File: src/hw/rtl/hrv_pkg.sv
// shared types and constants for the hysteretic recruitment volume unit
package hrv_pkg;

   localparam int VolW   = 31;
   localparam int PresW  = 32;
   localparam int CsrAw  = 5;
   localparam int CsrDw  = 32;
   localparam logic [16:0] OneQ16 = 17'h10000;

   typedef enum logic [1:0] {
      OP_EVAL   = 2'd0,
      OP_COMMIT = 2'd1,
      OP_LOAD   = 2'd2,
      OP_NONE   = 2'd3
   } opcode_type;

   typedef enum logic [2:0] {
      REG_MIN_VOLUME  = 3'd0,
      REG_MAX_VOLUME  = 3'd1,
      REG_OPEN_PRES   = 3'd2,
      REG_CLOSE_PRES  = 3'd3,
      REG_PRES_SPAN   = 3'd4,
      REG_SW_MARGIN   = 3'd5,
      REG_RELAX       = 3'd6,
      REG_FROZEN      = 3'd7
   } reg_index_type;

   typedef struct packed {
      logic [30:0] min_volume;
      logic [30:0] max_volume;
      logic signed [31:0] opening_pressure;
      logic signed [31:0] closing_pressure;
      logic [30:0] pressure_span;
      logic [14:0] switch_margin;
      logic [15:0] relax_factor;
      logic        frozen_mode;
   } cfg_type;

   typedef struct packed {
      logic [1:0]  opcode;
      logic [3:0]  unit_index;
      logic signed [31:0] pressure;
      logic [30:0] init_volume;
      logic        init_branch;
   } req_type;

   typedef struct packed {
      logic [30:0] ref_volume;
      logic signed [31:0] volume_slope;
      logic [30:0] target_volume;
      logic        branch;
   } rsp_type;

   // controller to datapath commands
   typedef struct packed {
      logic capture;   // take input beat, start memory read
      logic setup;     // compute knees and diffs from read data
      logic div_start; // launch target division
      logic div2_start;// launch slope division
      logic div_step;  // one quotient bit
      logic mul_a;     // r*stored
      logic mul_b;     // (1-r)*target
      logic mul_c;     // relaxed slope and margin
      logic finish;    // final clamp, branch switch, write back
   } cmd_type;

   typedef struct packed {
      logic div_done;
      logic need_div;
      logic is_load;
      logic is_none;
   } sts_type;

endpackage

File: src/hw/rtl/hrv_ctrl.sv
// controller state machine sequencing the shared divider and multiplier
module hrv_ctrl (
   input  logic             clock,
   input  logic             reset,
   input  logic             in_valid,
   output logic             in_ready,
   output logic             out_valid,
   input  logic             out_ready,
   output hrv_pkg::cmd_type cmd,
   input  hrv_pkg::sts_type sts
);
   import hrv_pkg::*;

   typedef enum logic [10:0] {
      S_IDLE  = 11'b00000000001,
      S_READ  = 11'b00000000010,
      S_SETUP = 11'b00000000100,
      S_DIV1  = 11'b00000001000,
      S_DIV2S = 11'b00000010000,
      S_DIV2  = 11'b00000100000,
      S_MULA  = 11'b00001000000,
      S_MULB  = 11'b00010000000,
      S_MULC  = 11'b00100000000,
      S_FIN   = 11'b01000000000,
      S_OUT   = 11'b10000000000
   } state_type;

   state_type state_ff, state_in;

   always_ff @(posedge clock) begin
      if (reset) state_ff <= S_IDLE;
      else       state_ff <= state_in;
   end

   always_comb begin
      state_in = state_ff;
      cmd = '0;
      in_ready = 1'b0;
      out_valid = 1'b0;
      unique case (state_ff)
         S_IDLE: begin
            in_ready = 1'b1;
            if (in_valid) begin
               cmd.capture = 1'b1;
               state_in = S_READ;
            end
         end
         S_READ: begin
            if (sts.is_none) state_in = S_IDLE;
            else state_in = S_SETUP;
         end
         S_SETUP: begin
            cmd.setup = 1'b1;
            state_in = S_DIV1;
         end
         S_DIV1: begin
            if (sts.is_load) begin
               state_in = S_FIN;
            end else if (!sts.need_div) begin
               state_in = S_MULA;
            end else begin
               cmd.div_start = 1'b1;
               state_in = S_DIV2S;
            end
         end
         S_DIV2S: begin
            cmd.div_step = 1'b1;
            if (sts.div_done) begin
               cmd.div2_start = 1'b1;
               state_in = S_DIV2;
            end
         end
         S_DIV2: begin
            cmd.div_step = 1'b1;
            if (sts.div_done) state_in = S_MULA;
         end
         S_MULA: begin
            cmd.mul_a = 1'b1;
            state_in = S_MULB;
         end
         S_MULB: begin
            cmd.mul_b = 1'b1;
            state_in = S_MULC;
         end
         S_MULC: begin
            cmd.mul_c = 1'b1;
            state_in = S_FIN;
         end
         S_FIN: begin
            cmd.finish = 1'b1;
            state_in = S_OUT;
         end
         S_OUT: begin
            out_valid = 1'b1;
            if (out_ready) state_in = S_IDLE;
         end
         default: state_in = S_IDLE;
      endcase
   end
endmodule

File: config.mk
export PLATFORM = sky130hd
export DESIGN_NAME = hrv_ctrl
export DESIGN_NICKNAME = d
export VERILOG_FILES = /design/src/hw/rtl/hrv_pkg.sv /design/src/hw/rtl/hrv_ctrl.sv
export SDC_FILE = /design/constraint.sdc
export NUM_CORES = 1
export LEC_CHECK = 0
export ABC_AREA = 1
export ABC_CLOCK_PERIOD_IN_PS = 1200
export BUFFER_PORTS_ARGS = -buffer_cell sky130_fd_sc_hd__clkbuf_2
export CORE_ASPECT_RATIO = 0.8
export CORE_UTILIZATION = 40
export DETAILED_ROUTE_END_ITERATION = 6
export GPL_TIMING_DRIVEN = 0
export MAX_ROUTING_LAYER = met4
export PLACE_DENSITY = 0.65
export REMOVE_ABC_BUFFERS = 1
export SYNTH_ARGS = -nofsm -noshare
export SYNTH_HDL_FRONTEND = slang
export SYNTH_SLANG_ARGS = --single-unit
export TNS_END_PERCENT = 100
File: constraint.sdc
create_clock -name clock -period 1.2 [get_ports clock]
set_input_delay 0.12 -clock clock [delete_from_list [all_inputs] [get_ports clock]]
set_output_delay 0.12 -clock clock [all_outputs]
set_load 0.05 [all_outputs]
== After elaboration in Yosys (flattened, before gate mapping) ==
Cells that the tools add are included.
Operators by class
  eq/ne operators: 15
  multiplexer cells: 23
  reductions and logical operators: 2
Operators with widths (number)
  $pmux W11 S11: 1
  $mux W11: 5
  $mux W1: 15
  $eq A11 B1 Y1 const B: 1
  $eq A11 B10 Y1 const B: 1
  $eq A11 B11 Y1 const B: 1
  $eq A11 B2 Y1 const B: 1
  $eq A11 B3 Y1 const B: 1
  $eq A11 B4 Y1 const B: 1
  $eq A11 B5 Y1 const B: 1
  $eq A11 B6 Y1 const B: 1
  $eq A11 B7 Y1 const B: 1
  $eq A11 B8 Y1 const B: 1
  $eq A11 B9 Y1 const B: 1
  $ne A2 B2 Y1 const B: 4
  $mux W7: 1
  $reduce_and A4 Y1: 1
  $mux W3: 1
  $reduce_or A2 Y1: 1
Word-level totals
  register bits: 11
  bits of input ports: 8

== Logic depth before layout (Yosys ltp) ==
Gate-level depths: netlist of the first run.
  depth after elaboration: 3
  gate-level depth with buffers: 10

== Worst setup path before layout of the first run ==
Ideal clock, no wire load.
  path kind: register to register
  from: register state_ff[0]
  to: register state_ff[7]
  arrival: 2038 ps
  setup slack: -901 ps
  cell stages (with the launch flop): 8
  path buffers: 0
  path through: dfxtp_1 nor2_1 nand2_2 nor2_4 inv_1 nor3_1 nand3_1 inv_1
Between the ends
  longest elaborated chain between the ends: 3
  elaborated cells on any way between the ends: 17
RTL lines
  from (decl): line hrv_ctrl.sv:28  | state_type state_ff, state_in;
  from (signal assigned): line hrv_ctrl.sv:32  | else state_ff <= state_in;
  $eq A11 B5 Y1 (tied with other cells): line hrv_ctrl.sv:40  | unique case (state_ff)
  $ne A2 B2 Y1 (no source line)
  $reduce_and A4 Y1 (no source line)
Parallel ways exist; a longest one is shown, timed or not.
A chain may end at the register's enable or synchronous reset.

==> reports/results.ini, run 1 <==
[status]
status = finished with violations
violations = setup timing

[route]
routed_wl_um = 2370
routedWlPerCell_um = 12.9
drt_iter0_drc = 13
vias = 838
route.detailed.drc = 0
postRouteAntennaNets = 0
dr.pass1.iters = 4
vias_per_cell = 4.58

[global_routing]
grt_pass1_wl_um = 3250
grt_overflow = 0
track_usage_pct = 23.1
grt_pass1_vias = 754
antenna_found_initial = 0
grt_max_degree = 10

[logic_synthesis]
synth.area.top_cells = dfxtp_1, inv_1, nand2_1
ys_types = 19
syn_inst = 124
ys_seq_area_share_pct = 29.0
yosys.area.top_type = dfxtp_1
yosysTopAreaCellShare_pct = 29.0
synth_area_per_cell_um2 = 6.12
yosys_warnings = 0
yosys_register_bits = 11
syn_area_um2 = 759

[floorplan]
initial_core_util_pct = 44.5
io_pins = 19
die_y_um = 41.0
rows = 13
dieWidth_um = 50.7
dieArea_um2 = 2080
coreArea_um2 = 1710

[place]
port_buffers = 18
gp_congestion = 0.798
dp_slack_ns = -0.286
dp_hpwl_um = 1290

[setup_path]
crit_path_max_fanout = 4
max_stage_delay_ns = 0.36
end_kind = primary output
worstPathArrival_ns = 1.49
cp_top_family = simple AND/OR/NAND/NOR gates
critical_path_class = reg2out
crit_top_cell = nor2_4
worst-path-buf-inv = 2
cp_slowest_cell = dfxtp_4
startpoint_type = register
cp_cell_sequence = nor2_4 > nand2_4 > nor2_4 > inv_2 > nor3_4 > buf_8
cp_data_required_time_ns = 1.08

[cells_and_area]
largest_register_ffs = 11
final_util_pct = 81.2
reg.largest.list = state_ff (11)
fin_nets = 170
area_growth_pct = 82.7
layout-drive-gt1-share_pct = 59.0
diodes = 0
largest_register = state_ff

[timing]
setup_viol = 22
period_needed_ns = 1.61
relSlewSlack_pct = 73.4
layout_worst_path_cycle_share_pct = 134
fin_worst_skew_ns = 0.00141
hold_violations = 0
slew_violations = 0
setup_ws_ns = -0.407
rsz0062_at_grt = yes
tightest_slew_ns = 0.396
fmax_mhz = 622

[power_and_ir_drop]
switching_share_pct = 49.4
internal-power_uw = 1100
leakagePower_uw = 0.000704
combPwrFrac_pct = 66.6
clkPwrFrac_pct = 11.5
pwr_density_cell_nw_per_um2 = 1570
peakVddDrop_v = 0.00160
seqPwrFrac_pct = 22.0
switchingPower_uw = 1080

[clock_network]
cts.clk_slew.worst_paths_ns = 0.07
cts_hold_buf = 0
numCtsBuffers = 3
cts_buffer_depth = 2
cts-root-buf = clkbuf_4
htree_levels = 1
cts.sinks = 11
cts_tree = yes
clk_latency_ns = 0.27

[run]
maxCapViolations = 0

[worst_hold_path]
hp-class = in2reg

## timing repair
item	4_1_cts	5_1_grt
resized for setup	68	24
setup buffers	9	8
endpoints found under the setup margin	21	22
pin swaps	11	8
## area by class of cell
type / count / area [µm²]
sequential: 11 / 233
multi-input combinational: 81 / 583
fill: 115 / 320
inverter: 32 / 128
clock buffer: 4 / 26.3
tap: 22 / 27.5
timing repair buffer: 33 / 390
## cell families (layout without fill, tap and decap cells)
kind of cell / after synthesis / count (layout) / share of synthesized area (%)
simple gates: 75 / 75 / 50.4
buf+inv: 32 / 69 / 16.1
flops: 11 / 11 / 29.0
compound gates: 6 / 6 / 4.45
## per-stage QoR
step / total power [µW] / TNS (ns) / hold slack (ns) / cell area (µm²) / instances
after global placement: 1320 / -3.09 / 0.321 / 877 / 164
final: 2180 / -7.45 / 0.0606 / 1390 / 183
after global routing: 2320 / -8.94 / 0.0524 / 1390 / 183
after CTS: 1950 / -6.96 / 0.0278 / 1270 / 177
after detailed placement: 1330 / -3.57 / 0.318 / 877 / 164
after floorplan: 1170 / -6.17 / 0.182 / 759 / 124
## Yosys cell counts
cell type   n
nand2_4     3
a21oi_2     1
inv_4       1
nand3_1     9
inv_1      29
dfxtp_1    11
nand2_2     6
clkinv_1    1
and2_1      1
o21ai_0     4
a21oi_1     1
nand3_2     1
nor3_1      8
nor2_1     15
inv_2       1
nand2_1    26
nor3_2      1
nor2_2      2
nor2_4      3
## final timing paths
check / slack, ns / from / end / cells past startpoint
setup reg to reg: -0.37 / state_ff[9] / state_ff[0] / 12
setup / recovery: -0.41 / state_ff[9] / cmd[2] / 6
hold / removal: 0.06 / reset / state_ff[5] / 2
hold reg to reg: 0.51 / state_ff[5] / state_ff[5] / 2
## power by group through the flow
stage | Sequential, µW | Combinational, µW | Clock, µW
detailed placement | 453 | 879 | 0
floorplan | 446 | 725 | 0
global route | 485 | 1560 | 282
finish | 479 | 1450 | 250
global placement | 456 | 868 | 0
CTS | 475 | 1220 | 256
## per-layer routing
layer / track usage, % / share of wire, % / up-vias
met5: - / 0 / -
met4: 2.08 / 0.34 / 0
met3: 5.56 / 3.3 / 2
met2: 44.3 / 53 / 15
met1: 26.2 / 43 / 381
li1: - / - / 440
## placed cells by master, fill, tap and decap left out, types with 4 or more instances in the layout
| master | instances |
|---|---|
| nand2_2 | 9 |
| dfxtp_2 | 7 |
| buf_4 | 10 |
| nor2_4 | 9 |
| buf_8 | 6 |
| inv_1 | 23 |
| nand2_1 | 21 |
| nor2_1 | 9 |
| clkbuf_16 | 5 |
| inv_2 | 7 |
| buf_6 | 4 |
| nand2_4 | 4 |
| clkbuf_2 | 7 |
| o21ai_0 | 4 |
| nand3_2 | 9 |
(Power assumes the default switching activity.)
==> run 2, diff against run 1 <==
Settings changed: CAP_MARGIN set to 5, CTS_BUF_LIST set to sky130_fd_sc_hd__clkbuf_16.
==> reports/results.ini, run 2 (same netlist as run 1, synthesis figures left out) <==
[clock_network]
clk_latency_ns = 0.24
cts_buffer_depth = 2
cts_tree = yes
cts_hold_buf = 0
cts-root-buf = clkbuf_16
cts.sinks = 11
cts.clk_slew.worst_paths_ns = 0.04
htree_levels = 1
numCtsBuffers = 3

[floorplan]
dieWidth_um = 50.7
coreArea_um2 = 1710
initial_core_util_pct = 44.5
die_y_um = 41.0
rows = 13
dieArea_um2 = 2080
io_pins = 19

[power_and_ir_drop]
leakagePower_uw = 0.000701
internal-power_uw = 1320
pwr_density_cell_nw_per_um2 = 1750
switchingPower_uw = 1000
seqPwrFrac_pct = 20.9
switching_share_pct = 43.0
peakVddDrop_v = 0.00134
combPwrFrac_pct = 53.6
clkPwrFrac_pct = 25.5
finalPower_uw = 2330

[route]
postRouteAntennaNets = 0
vias_per_cell = 4.74
vias = 853
routed_wl_um = 2230
route.detailed.drc = 0
routedWlPerCell_um = 12.4
dr.pass1.iters = 4
drt_iter0_drc = 31

[status]
status = finished with violations
violations = setup timing

[timing]
setup_ws_ns = -0.347
period_needed_ns = 1.55
hold_violations = 0
rsz0062_at_grt = yes
relSlewSlack_pct = 74.7
fin_worst_skew_ns = 0.00192
setup_viol = 22
slew_violations = 0
fin_hold_ws_ns = 0.0705
tightest_slew_ns = 0.377
fmax_mhz = 647
tns_ns = -6.88
layout_worst_path_cycle_share_pct = 129

[setup_path]
crit_path_max_fanout = 6
end_kind = primary output
max_stage_delay_ns = 0.36
cp_cell_sequence = nor2_4 > nand2_2 > nor2_4 > nand2_2 > nor3_4 > buf_8
startpoint_type = register
worstPathArrival_ns = 1.43
cp_slowest_cell = dfxtp_4
cp_data_required_time_ns = 1.08
critical_path_class = reg2out

[cells_and_area]
diodes = 0
reg.largest.list = state_ff (11)
largest_register_ffs = 11
layout-drive-gt1-share_pct = 50.6
largest_register = state_ff
mostFrequentLayoutCells = inv_1, nand2_1, nor2_1
fill_cells = 124
fin_nets = 167
fin_area_um2 = 1330
final_util_pct = 77.7
area_growth_pct = 74.6
mostFrequentLayoutCell = inv_1

[place]
port_buffers = 18
postPlaceCellArea_um2 = 877
dp_hpwl_um = 1290
gp_congestion = 0.798

[global_routing]
grt_pass1_vias = 740
grt_max_degree = 10
antenna_found_initial = 0
grt_overflow = 0
grt_pass1_wl_um = 3160
track_usage_pct = 22.9

[worst_hold_path]
hp-class = in2reg

[run]
maxCapViolations = 0

==> run 2: changes by cell type in the layout (fill, tap and decap cells not counted), sizes merged <==
cell	before	now
buf	21	16
clkbuf	16	17
inv	31	32
==> run 2: layout make-up <==
class	count	area [µm²]	share of cell area, %
repair buffers	30	353	26.6
clock inverters	1	3.75	0.283
well taps	22	27.5	2.08
multi-input cells	81	505	38.1
clock buffers	3	75.1	5.66
inverters	32	128	9.62
flip-flops and latches	11	234	17.6
==> run 2: through the flow <==
stage / cells / setup slack, ns
CTS: 179 / -0.345
global placement: 164 / -0.271
finish: 180 / -0.347
detailed placement: 164 / -0.286
global route: 180 / -0.431
floorplan: 124 / -0.901
==> run 2: repair_timing <==
action                                  4_1_cts  5_1_grt
pin swaps                                    11        7
resized for setup                            59       14
setup buffers                                11        1
endpoints found under the setup margin       21       22
==> run 2: power groups by stage <==
stage,Sequential [µW],Clock (µW),Combinational (µW)
2_1_floorplan,446,0,725
3_3_place_gp,456,0,868
3_5_place_dp,453,0,879
4_1_cts,478,598,1160
5_1_grt,492,629,1340
6_report,486,594,1250
==> run 2: final timing paths <==
kind                                   from  slack, ns           to  depth (start not counted)
worst max-delay path            state_ff[5]      -0.35       cmd[6]                          6
worst min-delay path                  reset       0.07  state_ff[5]                          2
worst min register to register  state_ff[5]       0.52  state_ff[5]                          2
worst max register to register  state_ff[5]      -0.34  state_ff[8]                         12
==> run 2: routing by layer <==
layer	vias up	track usage [%]	share of wire, %
met5	-	-	0
met4	0	5.56	0.49
met3	2	7.04	3.9
met2	21	42.7	53
met1	393	24.7	42
li1	437	-	-
==> run 2: critical path, delay by kind of cell, from the launching register on <==
family | cells | cell delay (ns)
buffers and inverters | 1 | 0.18
AND/OR/NAND/NOR | 5 | 0.65
flip-flops | 1 | 0.36
